`src/sv/stevq_pkg.sv`:
```
// Shared types and constants for the simulated timer event queue.
// Used by the channel interfaces, the controller, the datapath and the top level.
// No dependencies.
package stevq_pkg;

   localparam int TIME_BITS   = 48;
   localparam int AMOUNT_BITS = 32;
   localparam int ID_BITS     = 8;
   localparam int KIND_BITS   = 2;
   localparam int STATUS_BITS = 2;

   typedef enum logic [KIND_BITS-1:0] {
      KIND_SCHEDULE = 2'd0,
      KIND_CANCEL   = 2'd1,
      KIND_ADVANCE  = 2'd2,
      KIND_UNUSED   = 2'd3
   } kind_type;

   typedef enum logic [STATUS_BITS-1:0] {
      STATUS_OK        = 2'd0,
      STATUS_DUPLICATE = 2'd1,
      STATUS_FULL      = 2'd2,
      STATUS_RESERVED  = 2'd3
   } status_type;

   // Which result the datapath loads into the output register.
   typedef enum logic [1:0] {
      EMIT_ACK        = 2'd0,
      EMIT_CANCEL_HIT = 2'd1,
      EMIT_CANCEL_END = 2'd2,
      EMIT_FIRE       = 2'd3
   } emit_sel_type;

   typedef struct packed {
      logic         load;          // capture a new transaction
      kind_type     op;            // kind of the transaction at work
      logic         step;          // move the scan to the next entry
      logic         restart;       // begin a new scan pass, forget best
      logic         clear_cur;     // drop the entry under the scan index
      logic         clear_best;    // drop the best entry of the pass
      logic         commit_sched;  // store the scheduled entry if allowed
      logic         emit;          // load the output register
      emit_sel_type emit_sel;
   } ctrl_cmd_type;

   typedef struct packed {
      logic out_free;    // output register can take a result this cycle
      logic idx_last;    // scan index sits on the last entry
      logic hit;         // current entry belongs to the cancelled waiter
      logic best_found;  // the pass found a due entry
   } dp_status_type;

endpackage

```
`src/sv/stevq_if.sv`:
```
// Channel interfaces for request and response transactions.
// Depends on stevq_pkg for field widths.
interface stevq_req_if import stevq_pkg::*; ();
   logic                   valid;
   logic                   ready;
   logic [KIND_BITS-1:0]   kind;
   logic [ID_BITS-1:0]     waiter_id;
   logic [AMOUNT_BITS-1:0] amount_us;

   modport source (output valid, kind, waiter_id, amount_us, input ready);
   modport sink   (input valid, kind, waiter_id, amount_us, output ready);
endinterface

interface stevq_rsp_if import stevq_pkg::*; ();
   logic                   valid;
   logic                   ready;
   logic [ID_BITS-1:0]     notified_id;
   logic                   is_notify;
   logic [STATUS_BITS-1:0] status;
   logic [TIME_BITS-1:0]   current_time_us;
   logic                   last;

   modport source (output valid, notified_id, is_notify, status, current_time_us, last,
                   input ready);
   modport sink   (input valid, notified_id, is_notify, status, current_time_us, last,
                   output ready);
endinterface

```
`src/sv/stevq_ctrl.sv`:
```
// Controller state machine: sequences accept, entry scan passes and results.
// Depends on stevq_pkg for the command and status structs.
module stevq_ctrl import stevq_pkg::*; (
   input  logic                 clock,
   input  logic                 reset,
   input  logic                 req_valid,
   input  logic [KIND_BITS-1:0] req_kind,
   output logic                 req_ready,
   input  dp_status_type        st,
   output ctrl_cmd_type         cmd
);

   typedef enum logic [2:0] {
      ST_IDLE   = 3'b001,
      ST_SCAN   = 3'b010,
      ST_FINISH = 3'b100
   } ctrl_state_type;

   ctrl_state_type state_ff, state_in;
   kind_type       kind_ff, kind_in;

   assign req_ready = (state_ff == ST_IDLE);

   always_comb begin
      state_in         = state_ff;
      kind_in          = kind_ff;
      cmd              = '0;
      cmd.op           = kind_ff;
      cmd.emit_sel     = EMIT_ACK;
      case (state_ff)
         ST_IDLE: begin
            if (req_valid) begin
               kind_in  = kind_type'(req_kind);
               cmd.op   = kind_type'(req_kind);
               cmd.load = 1'b1;
               state_in = (kind_type'(req_kind) == KIND_UNUSED) ? ST_FINISH : ST_SCAN;
            end
         end
         ST_SCAN: begin
            // hold the scan while a cancel hit cannot be delivered
            if (!(kind_ff == KIND_CANCEL && st.hit && !st.out_free)) begin
               cmd.step = 1'b1;
               if (kind_ff == KIND_CANCEL && st.hit) begin
                  cmd.emit      = 1'b1;
                  cmd.emit_sel  = EMIT_CANCEL_HIT;
                  cmd.clear_cur = 1'b1;
               end
               if (st.idx_last) begin
                  state_in = ST_FINISH;
               end
            end
         end
         ST_FINISH: begin
            if (st.out_free) begin
               cmd.emit = 1'b1;
               state_in = ST_IDLE;
               case (kind_ff)
                  KIND_ADVANCE: begin
                     if (st.best_found) begin
                        cmd.emit_sel   = EMIT_FIRE;
                        cmd.clear_best = 1'b1;
                        cmd.restart    = 1'b1;
                        state_in       = ST_SCAN;
                     end
                  end
                  KIND_CANCEL: begin
                     cmd.emit_sel = EMIT_CANCEL_END;
                  end
                  KIND_SCHEDULE: begin
                     cmd.commit_sched = 1'b1;
                  end
                  default: begin
                     cmd.emit_sel = EMIT_ACK;
                  end
               endcase
            end
         end
         default: begin
            state_in = ST_IDLE;
         end
      endcase
   end

   always_ff @(posedge clock) begin
      if (reset) begin
         state_ff <= ST_IDLE;
         kind_ff  <= KIND_UNUSED;
      end else begin
         state_ff <= state_in;
         kind_ff  <= kind_in;
      end
   end

endmodule

```
`src/sv/stevq_dp.sv`:
```
// Datapath: time base, entry store, scan registers and the result register.
// Depends on stevq_pkg; driven by commands from stevq_ctrl.
module stevq_dp import stevq_pkg::*; #(
   parameter int QUEUE_DEPTH = 16,
   parameter int WAITER_BITS = 8
) (
   input  logic                   clock,
   input  logic                   reset,
   input  ctrl_cmd_type           cmd,
   output dp_status_type          st,
   input  logic [ID_BITS-1:0]     req_waiter_id,
   input  logic [AMOUNT_BITS-1:0] req_amount_us,
   output logic                   rsp_valid,
   input  logic                   rsp_ready,
   output logic [ID_BITS-1:0]     rsp_notified_id,
   output logic                   rsp_is_notify,
   output logic [STATUS_BITS-1:0] rsp_status,
   output logic [TIME_BITS-1:0]   rsp_current_time_us,
   output logic                   rsp_last
);

   localparam int IdxBits   = (QUEUE_DEPTH > 1) ? $clog2(QUEUE_DEPTH) : 1;
   localparam int StoreBits = (WAITER_BITS < ID_BITS) ? WAITER_BITS : ID_BITS;
   localparam logic [IdxBits-1:0] LastIdx = IdxBits'(QUEUE_DEPTH - 1);

   function automatic logic [TIME_BITS-1:0] sat_add(input logic [TIME_BITS-1:0] a,
                                                     input logic [AMOUNT_BITS-1:0] b);
      logic [TIME_BITS:0] sum;
      sum = {1'b0, a} + (TIME_BITS + 1)'(b);
      return sum[TIME_BITS] ? {TIME_BITS{1'b1}} : sum[TIME_BITS-1:0];
   endfunction

   // entry store: one write port, one registered read port on the scan index
   logic [TIME_BITS-1:0] mem_due [QUEUE_DEPTH];
   logic [StoreBits-1:0] mem_wt  [QUEUE_DEPTH];
   logic [TIME_BITS-1:0] rd_due_ff;
   logic [StoreBits-1:0] rd_wt_ff;

   logic [QUEUE_DEPTH-1:0] valid_ff, valid_in;
   logic [TIME_BITS-1:0]   now_ff, now_in;
   logic [TIME_BITS-1:0]   due_ff;
   logic [StoreBits-1:0]   w_ff;
   logic [IdxBits-1:0]     idx_ff, idx_in;

   logic                   dup_ff;
   logic                   slot_found_ff;
   logic [IdxBits-1:0]     slot_ff;
   logic                   best_found_ff;
   logic [IdxBits-1:0]     best_idx_ff;
   logic [TIME_BITS-1:0]   best_due_ff;
   logic [StoreBits-1:0]   best_wt_ff;

   logic                   out_valid_ff;
   logic [ID_BITS-1:0]     out_id_ff;
   logic                   out_notify_ff;
   status_type             out_status_ff;
   logic [TIME_BITS-1:0]   out_time_ff;
   logic                   out_last_ff;

   logic       cur_valid;
   logic       better;
   logic       out_free;
   status_type sched_status;

   assign cur_valid = valid_ff[idx_ff];
   assign better    = !best_found_ff || (rd_due_ff < best_due_ff) ||
                      ((rd_due_ff == best_due_ff) && (rd_wt_ff < best_wt_ff));
   assign out_free  = !out_valid_ff || rsp_ready;

   always_comb begin
      if (dup_ff) begin
         sched_status = STATUS_DUPLICATE;
      end else if (!slot_found_ff) begin
         sched_status = STATUS_FULL;
      end else begin
         sched_status = STATUS_OK;
      end
   end

   assign st.out_free   = out_free;
   assign st.idx_last   = (idx_ff == LastIdx);
   assign st.hit        = cur_valid && (rd_wt_ff == w_ff);
   assign st.best_found = best_found_ff;

   // next scan index, also the read address so read data tracks idx_ff
   always_comb begin
      idx_in = idx_ff;
      if (cmd.load || cmd.restart) begin
         idx_in = '0;
      end else if (cmd.step) begin
         idx_in = (idx_ff == LastIdx) ? '0 : idx_ff + 1'b1;
      end
   end

   always_comb begin
      now_in = now_ff;
      if (cmd.load && cmd.op == KIND_ADVANCE) begin
         now_in = sat_add(now_ff, req_amount_us);
      end
   end

   always_comb begin
      valid_in = valid_ff;
      if (cmd.clear_cur) begin
         valid_in[idx_ff] = 1'b0;
      end
      if (cmd.clear_best) begin
         valid_in[best_idx_ff] = 1'b0;
      end
      if (cmd.commit_sched && sched_status == STATUS_OK) begin
         valid_in[slot_ff] = 1'b1;
      end
   end

   always_ff @(posedge clock) begin
      if (reset) begin
         now_ff   <= '0;
         valid_ff <= '0;
         idx_ff   <= '0;
      end else begin
         now_ff   <= now_in;
         valid_ff <= valid_in;
         idx_ff   <= idx_in;
      end
   end

   always_ff @(posedge clock) begin
      if (cmd.commit_sched && sched_status == STATUS_OK) begin
         mem_due[slot_ff] <= due_ff;
         mem_wt[slot_ff]  <= w_ff;
      end
      rd_due_ff <= mem_due[idx_in];
      rd_wt_ff  <= mem_wt[idx_in];
   end

   // per-transaction scan state
   always_ff @(posedge clock) begin
      if (cmd.load) begin
         due_ff        <= sat_add(now_ff, req_amount_us);
         w_ff          <= req_waiter_id[StoreBits-1:0];
         dup_ff        <= 1'b0;
         slot_found_ff <= 1'b0;
         best_found_ff <= 1'b0;
      end else if (cmd.restart) begin
         best_found_ff <= 1'b0;
      end else if (cmd.step) begin
         case (cmd.op)
            KIND_SCHEDULE: begin
               if (cur_valid && rd_due_ff == due_ff && rd_wt_ff == w_ff) begin
                  dup_ff <= 1'b1;
               end
               if (!cur_valid && !slot_found_ff) begin
                  slot_found_ff <= 1'b1;
                  slot_ff       <= idx_ff;
               end
            end
            KIND_ADVANCE: begin
               if (cur_valid && rd_due_ff <= now_ff && better) begin
                  best_found_ff <= 1'b1;
                  best_idx_ff   <= idx_ff;
                  best_due_ff   <= rd_due_ff;
                  best_wt_ff    <= rd_wt_ff;
               end
            end
            default: begin
               best_found_ff <= best_found_ff;
            end
         endcase
      end
   end

   // result register
   always_ff @(posedge clock) begin
      if (reset) begin
         out_valid_ff <= 1'b0;
      end else if (cmd.emit) begin
         out_valid_ff <= 1'b1;
      end else if (rsp_ready) begin
         out_valid_ff <= 1'b0;
      end
   end

   always_ff @(posedge clock) begin
      if (cmd.emit) begin
         out_time_ff <= now_ff;
         case (cmd.emit_sel)
            EMIT_CANCEL_HIT: begin
               out_id_ff     <= ID_BITS'(w_ff);
               out_notify_ff <= 1'b1;
               out_status_ff <= STATUS_OK;
               out_last_ff   <= 1'b0;
            end
            EMIT_CANCEL_END: begin
               out_id_ff     <= ID_BITS'(w_ff);
               out_notify_ff <= 1'b1;
               out_status_ff <= STATUS_OK;
               out_last_ff   <= 1'b1;
            end
            EMIT_FIRE: begin
               out_id_ff     <= ID_BITS'(best_wt_ff);
               out_notify_ff <= 1'b1;
               out_status_ff <= STATUS_OK;
               out_last_ff   <= 1'b0;
            end
            default: begin
               out_id_ff     <= '0;
               out_notify_ff <= 1'b0;
               out_status_ff <= (cmd.op == KIND_SCHEDULE) ? sched_status : STATUS_OK;
               out_last_ff   <= 1'b1;
            end
         endcase
      end
   end

   assign rsp_valid           = out_valid_ff;
   assign rsp_notified_id     = out_id_ff;
   assign rsp_is_notify       = out_notify_ff;
   assign rsp_status          = out_status_ff;
   assign rsp_current_time_us = out_time_ff;
   assign rsp_last            = out_last_ff;

endmodule

```
`src/sv/simulated_timer_event_queue_unit.sv`:
```
// Top level of the simulated timer event queue: controller plus datapath.
// Depends on stevq_pkg, stevq_if, stevq_ctrl and stevq_dp.
//
// A simulated microsecond time base (48 bits, saturating) with up to QUEUE_DEPTH
// timed wake-ups. A schedule transaction (kind 0) stores (now + amount_us,
// waiter) and returns one acknowledge whose status flags a duplicate entry or a
// full queue. A cancel transaction (kind 1) removes every entry of the waiter,
// returning one notify per removed entry and a final notify with last set. An
// advance transaction (kind 2) adds amount_us to the time, then fires every due
// entry earliest first, lowest waiter id on ties, and closes with an
// acknowledge. Kind 3 only returns an acknowledge. Every response carries the
// current time. The block works on one request at a time: req ready is high
// only when the controller is idle, while the last response may still wait in
// the output register. Entries live in a memory with one registered read port
// that a scan counter walks one entry per cycle, except that a cancel hit holds
// the scan while the output register cannot take its notify; rsp ready can also
// hold back the final response. An advance scans the entries again after each
// fired entry. No clearing pass is needed after reset: valid bits in flip-flops
// guard the entries.
module simulated_timer_event_queue_unit import stevq_pkg::*; #(
   parameter int QUEUE_DEPTH = 16,
   parameter int WAITER_BITS = 8
) (
   input  logic        clock,
   input  logic        reset,
   stevq_req_if.sink   req_bus,
   stevq_rsp_if.source rsp_bus
);

   ctrl_cmd_type  cmd;
   dp_status_type st;

   // sequence each transaction
   stevq_ctrl u_ctrl (
      .clock     (clock),
      .reset     (reset),
      .req_valid (req_bus.valid),
      .req_kind  (req_bus.kind),
      .req_ready (req_bus.ready),
      .st        (st),
      .cmd       (cmd)
   );

   // hold time, entries and the response register
   stevq_dp #(
      .QUEUE_DEPTH (QUEUE_DEPTH),
      .WAITER_BITS (WAITER_BITS)
   ) u_dp (
      .clock               (clock),
      .reset               (reset),
      .cmd                 (cmd),
      .st                  (st),
      .req_waiter_id       (req_bus.waiter_id),
      .req_amount_us       (req_bus.amount_us),
      .rsp_valid           (rsp_bus.valid),
      .rsp_ready           (rsp_bus.ready),
      .rsp_notified_id     (rsp_bus.notified_id),
      .rsp_is_notify       (rsp_bus.is_notify),
      .rsp_status          (rsp_bus.status),
      .rsp_current_time_us (rsp_bus.current_time_us),
      .rsp_last            (rsp_bus.last)
   );

endmodule

```
`src/flat_wrapper.sv`:
```
// flat-port wrapper written by rule: the top's interface ports become plain ports
module simulated_timer_event_queue_unit_flat import stevq_pkg::*;
#(
   parameter int QUEUE_DEPTH = 16,
   parameter int WAITER_BITS = 8
)
  (clock, reset, req_bus_valid, req_bus_kind, req_bus_waiter_id, req_bus_amount_us, req_bus_ready, rsp_bus_valid, rsp_bus_notified_id, rsp_bus_is_notify, rsp_bus_status, rsp_bus_current_time_us, rsp_bus_last, rsp_bus_ready);
  stevq_req_if req_bus_i ();
  stevq_rsp_if rsp_bus_i ();
  input  logic clock;
  input  logic reset;
  input wire logic [$bits(req_bus_i.valid)-1:0] req_bus_valid;
  input wire logic [$bits(req_bus_i.kind)-1:0] req_bus_kind;
  input wire logic [$bits(req_bus_i.waiter_id)-1:0] req_bus_waiter_id;
  input wire logic [$bits(req_bus_i.amount_us)-1:0] req_bus_amount_us;
  output wire logic [$bits(req_bus_i.ready)-1:0] req_bus_ready;
  output wire logic [$bits(rsp_bus_i.valid)-1:0] rsp_bus_valid;
  output wire logic [$bits(rsp_bus_i.notified_id)-1:0] rsp_bus_notified_id;
  output wire logic [$bits(rsp_bus_i.is_notify)-1:0] rsp_bus_is_notify;
  output wire logic [$bits(rsp_bus_i.status)-1:0] rsp_bus_status;
  output wire logic [$bits(rsp_bus_i.current_time_us)-1:0] rsp_bus_current_time_us;
  output wire logic [$bits(rsp_bus_i.last)-1:0] rsp_bus_last;
  input wire logic [$bits(rsp_bus_i.ready)-1:0] rsp_bus_ready;
  assign req_bus_i.valid = req_bus_valid;
  assign req_bus_i.kind = req_bus_kind;
  assign req_bus_i.waiter_id = req_bus_waiter_id;
  assign req_bus_i.amount_us = req_bus_amount_us;
  assign req_bus_ready = req_bus_i.ready;
  assign rsp_bus_valid = rsp_bus_i.valid;
  assign rsp_bus_notified_id = rsp_bus_i.notified_id;
  assign rsp_bus_is_notify = rsp_bus_i.is_notify;
  assign rsp_bus_status = rsp_bus_i.status;
  assign rsp_bus_current_time_us = rsp_bus_i.current_time_us;
  assign rsp_bus_last = rsp_bus_i.last;
  assign rsp_bus_i.ready = rsp_bus_ready;
  simulated_timer_event_queue_unit #(.QUEUE_DEPTH(QUEUE_DEPTH), .WAITER_BITS(WAITER_BITS)) u_core (.clock(clock), .reset(reset), .req_bus(req_bus_i), .rsp_bus(rsp_bus_i));
endmodule
```
`config.mk`:
```
export PLATFORM = sky130hd
export DESIGN_NAME = simulated_timer_event_queue_unit_flat
export DESIGN_NICKNAME = d
export VERILOG_FILES = /design/src/sv/stevq_pkg.sv /design/src/sv/stevq_if.sv /design/src/sv/stevq_ctrl.sv /design/src/sv/stevq_dp.sv /design/src/sv/simulated_timer_event_queue_unit.sv /design/src/flat_wrapper.sv
export SDC_FILE = /design/constraint.sdc
export NUM_CORES = 2
export LEC_CHECK = 0
export ABC_AREA = 1
export BUFFER_PORTS_ARGS = -buffer_cell sky130_fd_sc_hd__buf_2
export CELL_PAD_IN_SITES_DETAIL_PLACEMENT = 1
export CELL_PAD_IN_SITES_GLOBAL_PLACEMENT = 2
export CORE_UTILIZATION = 38
export DETAILED_ROUTE_END_ITERATION = 12
export GPL_TIMING_DRIVEN = 0
export PLACE_DENSITY_LB_ADDON = 0.05
export SETUP_SLACK_MARGIN = 0.1
export SLEW_MARGIN = 15
export SYNTH_ARGS = -nofsm -noshare
export SYNTH_HDL_FRONTEND = slang
export SYNTH_SLANG_ARGS = --single-unit
export TNS_END_PERCENT = 5
```
`constraint.sdc`:
```
create_clock -name clock -period 6 [get_ports clock]
set_clock_uncertainty 0.15 [all_clocks]
set_input_delay 0.3 -clock clock [delete_from_list [all_inputs] [get_ports clock]]
set_output_delay 0.3 -clock clock [all_outputs]
set_load 0.005 [all_outputs]
```
**After elaboration in Yosys (flattened, before gate mapping)**

Memory sizes are Yosys's and may differ from the RTL's. A register that Yosys moved wholly into a read port is not among the register bits.
Index checks and enable logic that the tools add are counted.

- Bits in registers: 257
- Memory bits (writable): 896
- Input port bits: 46
- Output and inout port bits: 62
- Word-level logic and storage cells: 149
- Memories: 2

- Add/subtract/negate cells: 2
- Order comparisons: 9
- Equality and inequality tests: 18
- Mux-type cells: 51
- Bitwise operators: 8
- Reduce and logical (&&, ||, !) cells: 39

Memories:

| name | depth | bits a word | rd ports | clocked after memory_dff | wr ports | line | text |
|---|---|---|---|---|---|---|---|
| u_core.u_dp.mem_due | 16 | 48 | 1 | 1 | 1 | stevq_dp.sv:34 | `logic [TIME_BITS-1:0] mem_due [QUEUE_DEPTH];` |
| u_core.u_dp.mem_wt | 16 | 8 | 1 | 1 | 1 | stevq_dp.sv:35 | `logic [StoreBits-1:0] mem_wt [QUEUE_DEPTH];` |

Operators by type and width:

| cell | number |
|---|---|
| $eq 48x48->1 | 2 |
| $add 48x32->49 | 1 |
| $le 48x48->1 | 1 |
| $lt 48x48->1 | 1 |
| $mux 16 | 3 |
| $mux 48 | 1 |
| $and 16x16->16 | 2 |
| $not 16->16 | 2 |
| $mux 3 | 10 |
| $mux 1 | 20 |
| $or 16x16->16 | 1 |
| $pmux 8 s2 | 1 |
| $lt 4x5->1 const B | 3 |
| $logic_and 1x1->1 | 14 |
| $demux 1 s4 | 3 |
| $ge 4x1->1 const B | 3 |
| $mux 4 | 3 |
| $reduce_and 4->1 | 3 |
| $eq 2x2->1 const B | 5 |
| $mux 2 | 5 |
| $reduce_and 5->1 | 2 |
| $pmux 3 s3 | 1 |
| $eq 8x8->1 | 1 |
| $lt 8x8->1 | 1 |
| 22 further kinds | 38 |

**Depth between registers and ports, before layout**

- Depth in word-level cells: 12
- Depth in mapped cells: 22
- Gate-level depth less buffers: 18

**Modules after synthesis**

From an unflattened synthesis, not the netlist that was laid out.

- Cells, all modules: 4853
- Area total of the unflattened synthesis: 53197.3 um2

By module, submodules not included:

| module | times used | cells an instance | area each (um2) | sequential area each (um2) |
|---|---|---|---|---|
| stevq_dp | 1 | 4785 | 52744.3 | 34873.4 |
| stevq_ctrl | 1 | 68 | 452.9 | 100.1 |

**Least setup slack after synthesis**

Ideal clock, no wire load.

- Path kind: register to register
- Start point: register u_core.u_ctrl.state_ff[1]
- End point: register u_core.u_dp.best_due_ff[0] (enable)
- Library setup time: 0.479 ns
- Arrival time: 5.590 ns
- Data required time: 5.371 ns
- Path slack: -0.219 ns
- Stages on the path, launching flop included: 8
- Path buffers: 0
- Period minus slack after synthesis: 6.219 ns
- Path through: dfxtp_1 nor3_2 inv_1 nor2_2 o21ai_0 nor4b_1 nand2_1 nor2_1

RTL lines:

| item | line | text |
|---|---|---|
| start: declaration | stevq_ctrl.sv:19 | `ctrl_state_type state_ff, state_in;` |
| start signal: assignment | stevq_ctrl.sv:89 | `state_ff <= state_in;` |
| end signal: assignment | stevq_dp.sv:161 | `best_due_ff <= rd_due_ff;` |
| end: declaration | stevq_dp.sv:50 | `logic [TIME_BITS-1:0] best_due_ff;` |

**Worst setup path after layout**

- Start point: register u_core.u_dp.rd_due_ff[47], read port of u_core.u_dp.mem_due
- End point: register u_core.u_dp.best_due_ff[20] (enable)

- Cells in the longest elaborated chain, start to end: 5
- Elaborated cells on any way between the ends: 9
- Those cells by class: 2 x order compare; 1 x eq/ne; 6 x reduce/logical

Ends and longest elaborated chain:

| item | line | text |
|---|---|---|
| start: declaration | stevq_dp.sv:36 | `logic [TIME_BITS-1:0] rd_due_ff;` |
| $lt 48x48->1 / $eq 48x48->1 (equally long branches) | stevq_dp.sv:66, stevq_dp.sv:67 |  |
| $logic_or 1x1->1 / $logic_and 1x1->1 (equally long branches) | stevq_dp.sv:66, stevq_dp.sv:67 |  |
| $logic_or 1x1->1 | stevq_dp.sv:66 | `assign better = !best_found_ff \|\| (rd_due_ff < best_due_ff) \|\|` |
| $logic_and 1x1->1 (*) | stevq_dp.sv:158 | `if (cur_valid && rd_due_ff <= now_ff && better) begin` |
| $reduce_and 5->1 (no source line) (*) | n/a |  |

Every way passes the cells marked *; elsewhere a longest branch is shown, timed or not.
A chain may end at the register's enable or synchronous reset.

==> results.sh <==
export IMPL_nets=6128
export IMPL_netlist_area_leader_share_pct=57.15
export IMPL_antenna_found_initial=13
export IMPL_root_buffer="clkbuf_16"
export IMPL_tns_ns=0
export IMPL_die_x_um=387.7
export IMPL_fillers=16350
export IMPL_cts_tree="yes"
export IMPL_grt_pass1_wl_um=307300
export IMPL_worst_pin_slew_ns=1.260
export IMPL_firstDrtPassIters=9
export IMPL_dp_cells=7689
export IMPL_grt_pass1_vias=44380
export IMPL_ys_types=50
export IMPL_drtIter0Drc=3094
export IMPL_grt_start_max_net_pins=49
export IMPL_multi_input_area_sq_um=15700
export IMPL_vias=42980
export IMPL_syn_inst=5599
export IMPL_ys_flop_type="edfxtp_1"
export IMPL_grt_overflow_total=0
export IMPL_setup_violations=0
export IMPL_slew_limit_headroom_pct=15.97
export IMPL_die_area_sq_um=150300
export IMPL_syn_avg_cell_area_sq_um=10.10
export IMPL_period_share_pct=89.07
export IMPL_ys_seq_area_share_pct=61.86
export IMPL_synthesis_area_sq_um=56540
export IMPL_p_leak_nw=27.45
export IMPL_final_util_pct=44.47
export IMPL_hold_path_class="in2reg"
export IMPL_globalRouteTotalUtil_pct=28.38
export IMPL_area_growth_pct=16.14
export IMPL_post_drt_wl_per_cell_um=26.87
export IMPL_violations="design-rule violations"
export IMPL_cts_resized=0
export IMPL_ys_warn_count=0
export IMPL_cts_htree_levels=4
export IMPL_cap_viol_max_count=0
export IMPL_critPathArrivalTime_ns=5.67
export IMPL_num_rows=141
export IMPL_via_per_inst=5.386
export IMPL_io_buffers=106
export IMPL_clkLatencyLatePin_ns=0.78
export IMPL_synth_nets=5790
export IMPL_cts_sinks=1209
export IMPL_whs_ns=0.07099
export IMPL_ys_seq_elements=1209
export IMPL_slew_viol_final=0
export IMPL_rsz0062_at_grt="false"
export IMPL_start_util_pct=38.29
export IMPL_drc_errors=4
export IMPL_place_hpwl_um=157100
export IMPL_globalplace_congestion=0.8913
export IMPL_cp_data_required_time_ns=6.32
export IMPL_crit_type="reg2reg"
export IMPL_path_max_fanout=23
export IMPL_synthArstFlopShare_pct=0
export IMPL_core_sq_um=147700
export IMPL_yosysTopAreaCell="edfxtp_1"
export IMPL_ant_nets=0
export IMPL_power_density_nw_per_um2=353.6
export IMPL_critPathCaptureType="register"
export IMPL_finalPower_mw=23.22
export IMPL_cts_clk_slew_worst_paths_ns=0.06
export IMPL_synth_edf_count=1076
export IMPL_fin_ws_ns=0.6558
export IMPL_finalHoldViolCount=0
export IMPL_ys_top_cells_by_area="edfxtp_1 57%, inv_1 7.9%, nand3_1 7.6%, nand4_1 5.3%, nand2_1 5.1%"
export IMPL_ff_latch_area_sq_um=34970
export IMPL_startpoint_type="register"
export IMPL_cts_buffers=142
export IMPL_final_area_sq_um=65660
export IMPL_finalCriticalPeriod_ns=5.344
export IMPL_post_place_ws_ns=0.5788
export IMPL_outcome="finished, violations left"
export IMPL_cts_buffer_depth=3
export IMPL_drt_total_wl_um=214400
export IMPL_final_layout_size_suffix_gt1_share_pct=9.491
export IMPL_max_freq_ghz=0.1871
export IMPL_die_h_um=387.7
export IMPL_ioPinCount=108
export IMPL_fin_cells=7979
export IMPL_postPlaceCellArea_sq_um=60830
export IMPL_ir_drop_v=0.0002913
## registers in the layout, indices dropped and copies added (netlist names), 2 cells and up
register                         count
u_core.u_ctrl.kind_ff                2
u_core.u_ctrl.state_ff               3
u_core.u_dp.best_wt_ff               8
u_core.u_dp.slot_ff                  4
u_core.u_dp.best_due_ff             48
u_core.u_dp.rsp_notified_id          8
u_core.u_dp.rsp_current_time_us     48
u_core.u_dp.w_ff                     8
u_core.u_dp.valid_ff                16
u_core.u_dp.idx_ff                   4
u_core.u_dp.mem_wt                 128
u_core.u_dp.rd_due_ff               48
u_core.u_dp.best_idx_ff              4
u_core.u_dp.mem_due                768
u_core.u_dp.rsp_status               2
u_core.u_dp.now_ff                  48
u_core.u_dp.due_ff                  48
u_core.u_dp.rd_wt_ff                 8
## cell usage in the layout (no fill, tap or decap), types with 19 or more instances in the layout
cell and n:
nand4_1 478, o21ai_0 93, inv_1 1188, clkbuf_1 168, buf_4 22, ha_1 144
dfxtp_1 133, xnor2_1 51, nor2_1 160, a21oi_1 128, dlygate4sd3_1 34, nand2_1 774
edfxtp_1 1076, clkinv_1 24, nor3_1 23, buf_12 38, clkbuf_16 147, xor2_1 19
a31oi_1 31, buf_2 245, nand3_1 860
## Yosys cell counts, types with 3 or more instances
master / instances
nand2_4: 3
a211oi_1: 14
o221ai_1: 7
a21o_1: 10
clkbuf_1: 125
nand4_1: 478
buf_6: 16
o211ai_1: 8
ha_1: 144
edfxtp_1: 1076
inv_1: 1188
xor2_1: 19
nor3_1: 23
nand2_1: 775
or2_2: 10
a31oi_1: 31
a21oi_1: 128
dfxtp_1: 133
buf_1: 9
o21ai_0: 93
o21bai_1: 6
inv_2: 5
nor4_1: 8
o31ai_1: 7
o21a_1: 6
buf_2: 139
nand3_1: 860
nor2_1: 177
nor2_2: 3
xnor2_1: 51
buf_4: 22
## routing by layer
layer  share of wire, %  global-route usage (%)  wire (um)
met5             0.0070                       0         15
met4                3.6                   10.16       7671
met3                5.4                   3.923      11570
met2                 49                   48.44     104200
met1                 42                   36.69      90870
## repair_timing
action | in CTS | in global routing
setup buffers | 0 | 0
endpoints found under the hold margin | 56 | 0
hold buffers | 34 | 0
## report_power, final
| group | internal [mW] | switching, mW | total (mW) |
|---|---|---|---|
| sequential | 9.88 | 0.861 | 10.7 |
| clock | 4.99 | 3.53 | 8.52 |
| combinational | 1.09 | 2.86 | 3.95 |
| total | 16.0 | 7.26 | 23.2 |
## area by class of cell
type | instances | area share (%)
Antenna cell | 1 | 0.003811
Buffer | 311 | 2.353
Clock buffer | 204 | 6.126
Clock inverter | 51 | 0.7146
Inverter | 1194 | 6.829
Multi-Input combinational cell | 2885 | 23.90
Sequential cell | 1209 | 53.26
Tap cell | 1930 | 3.678
Timing Repair Buffer | 194 | 3.131
## logic make-up after synthesis
family | count (synthesis) | share of synthesized area [%]
fa+ha+maj | 145 | 3.222
compound gates | 318 | 3.200
simple gates | 2352 | 19.97
xor+xnor | 70 | 1.084
flops | 1209 | 61.86
buf+inv | 1505 | 10.66
## worst max-delay path, stage by stage, from the launching register on
cell and delay, ns:
dfxtp_1 0.71, ha_1 0.26, nand2_1 0.08, inv_1 0.06, nand3_1 0.08, nor4_1 0.47
inv_1 0.10, nor3_1 0.58, nor3b_1 0.89, nand3_1 0.35, o211a_1 0.35, nor2_4 0.44
buf_16 0.24, buf_12 0.20
## worst paths after layout
check | startpoint | to | slack, ns | depth (start not counted)
max | u_core.u_dp.rd_due_ff[47] | u_core.u_dp.best_due_ff[20] | 0.66 | 13
min | req_bus_amount_us[28] | u_core.u_dp.due_ff[28] | 0.07 | 4
max reg2reg | u_core.u_dp.rd_due_ff[47] | u_core.u_dp.best_due_ff[20] | 0.66 | 13
min reg2reg | u_core.u_dp.now_ff[32] | u_core.u_dp.rsp_current_time_us[32] | 0.29 | 0
Power figures use the tool's default switching activity.
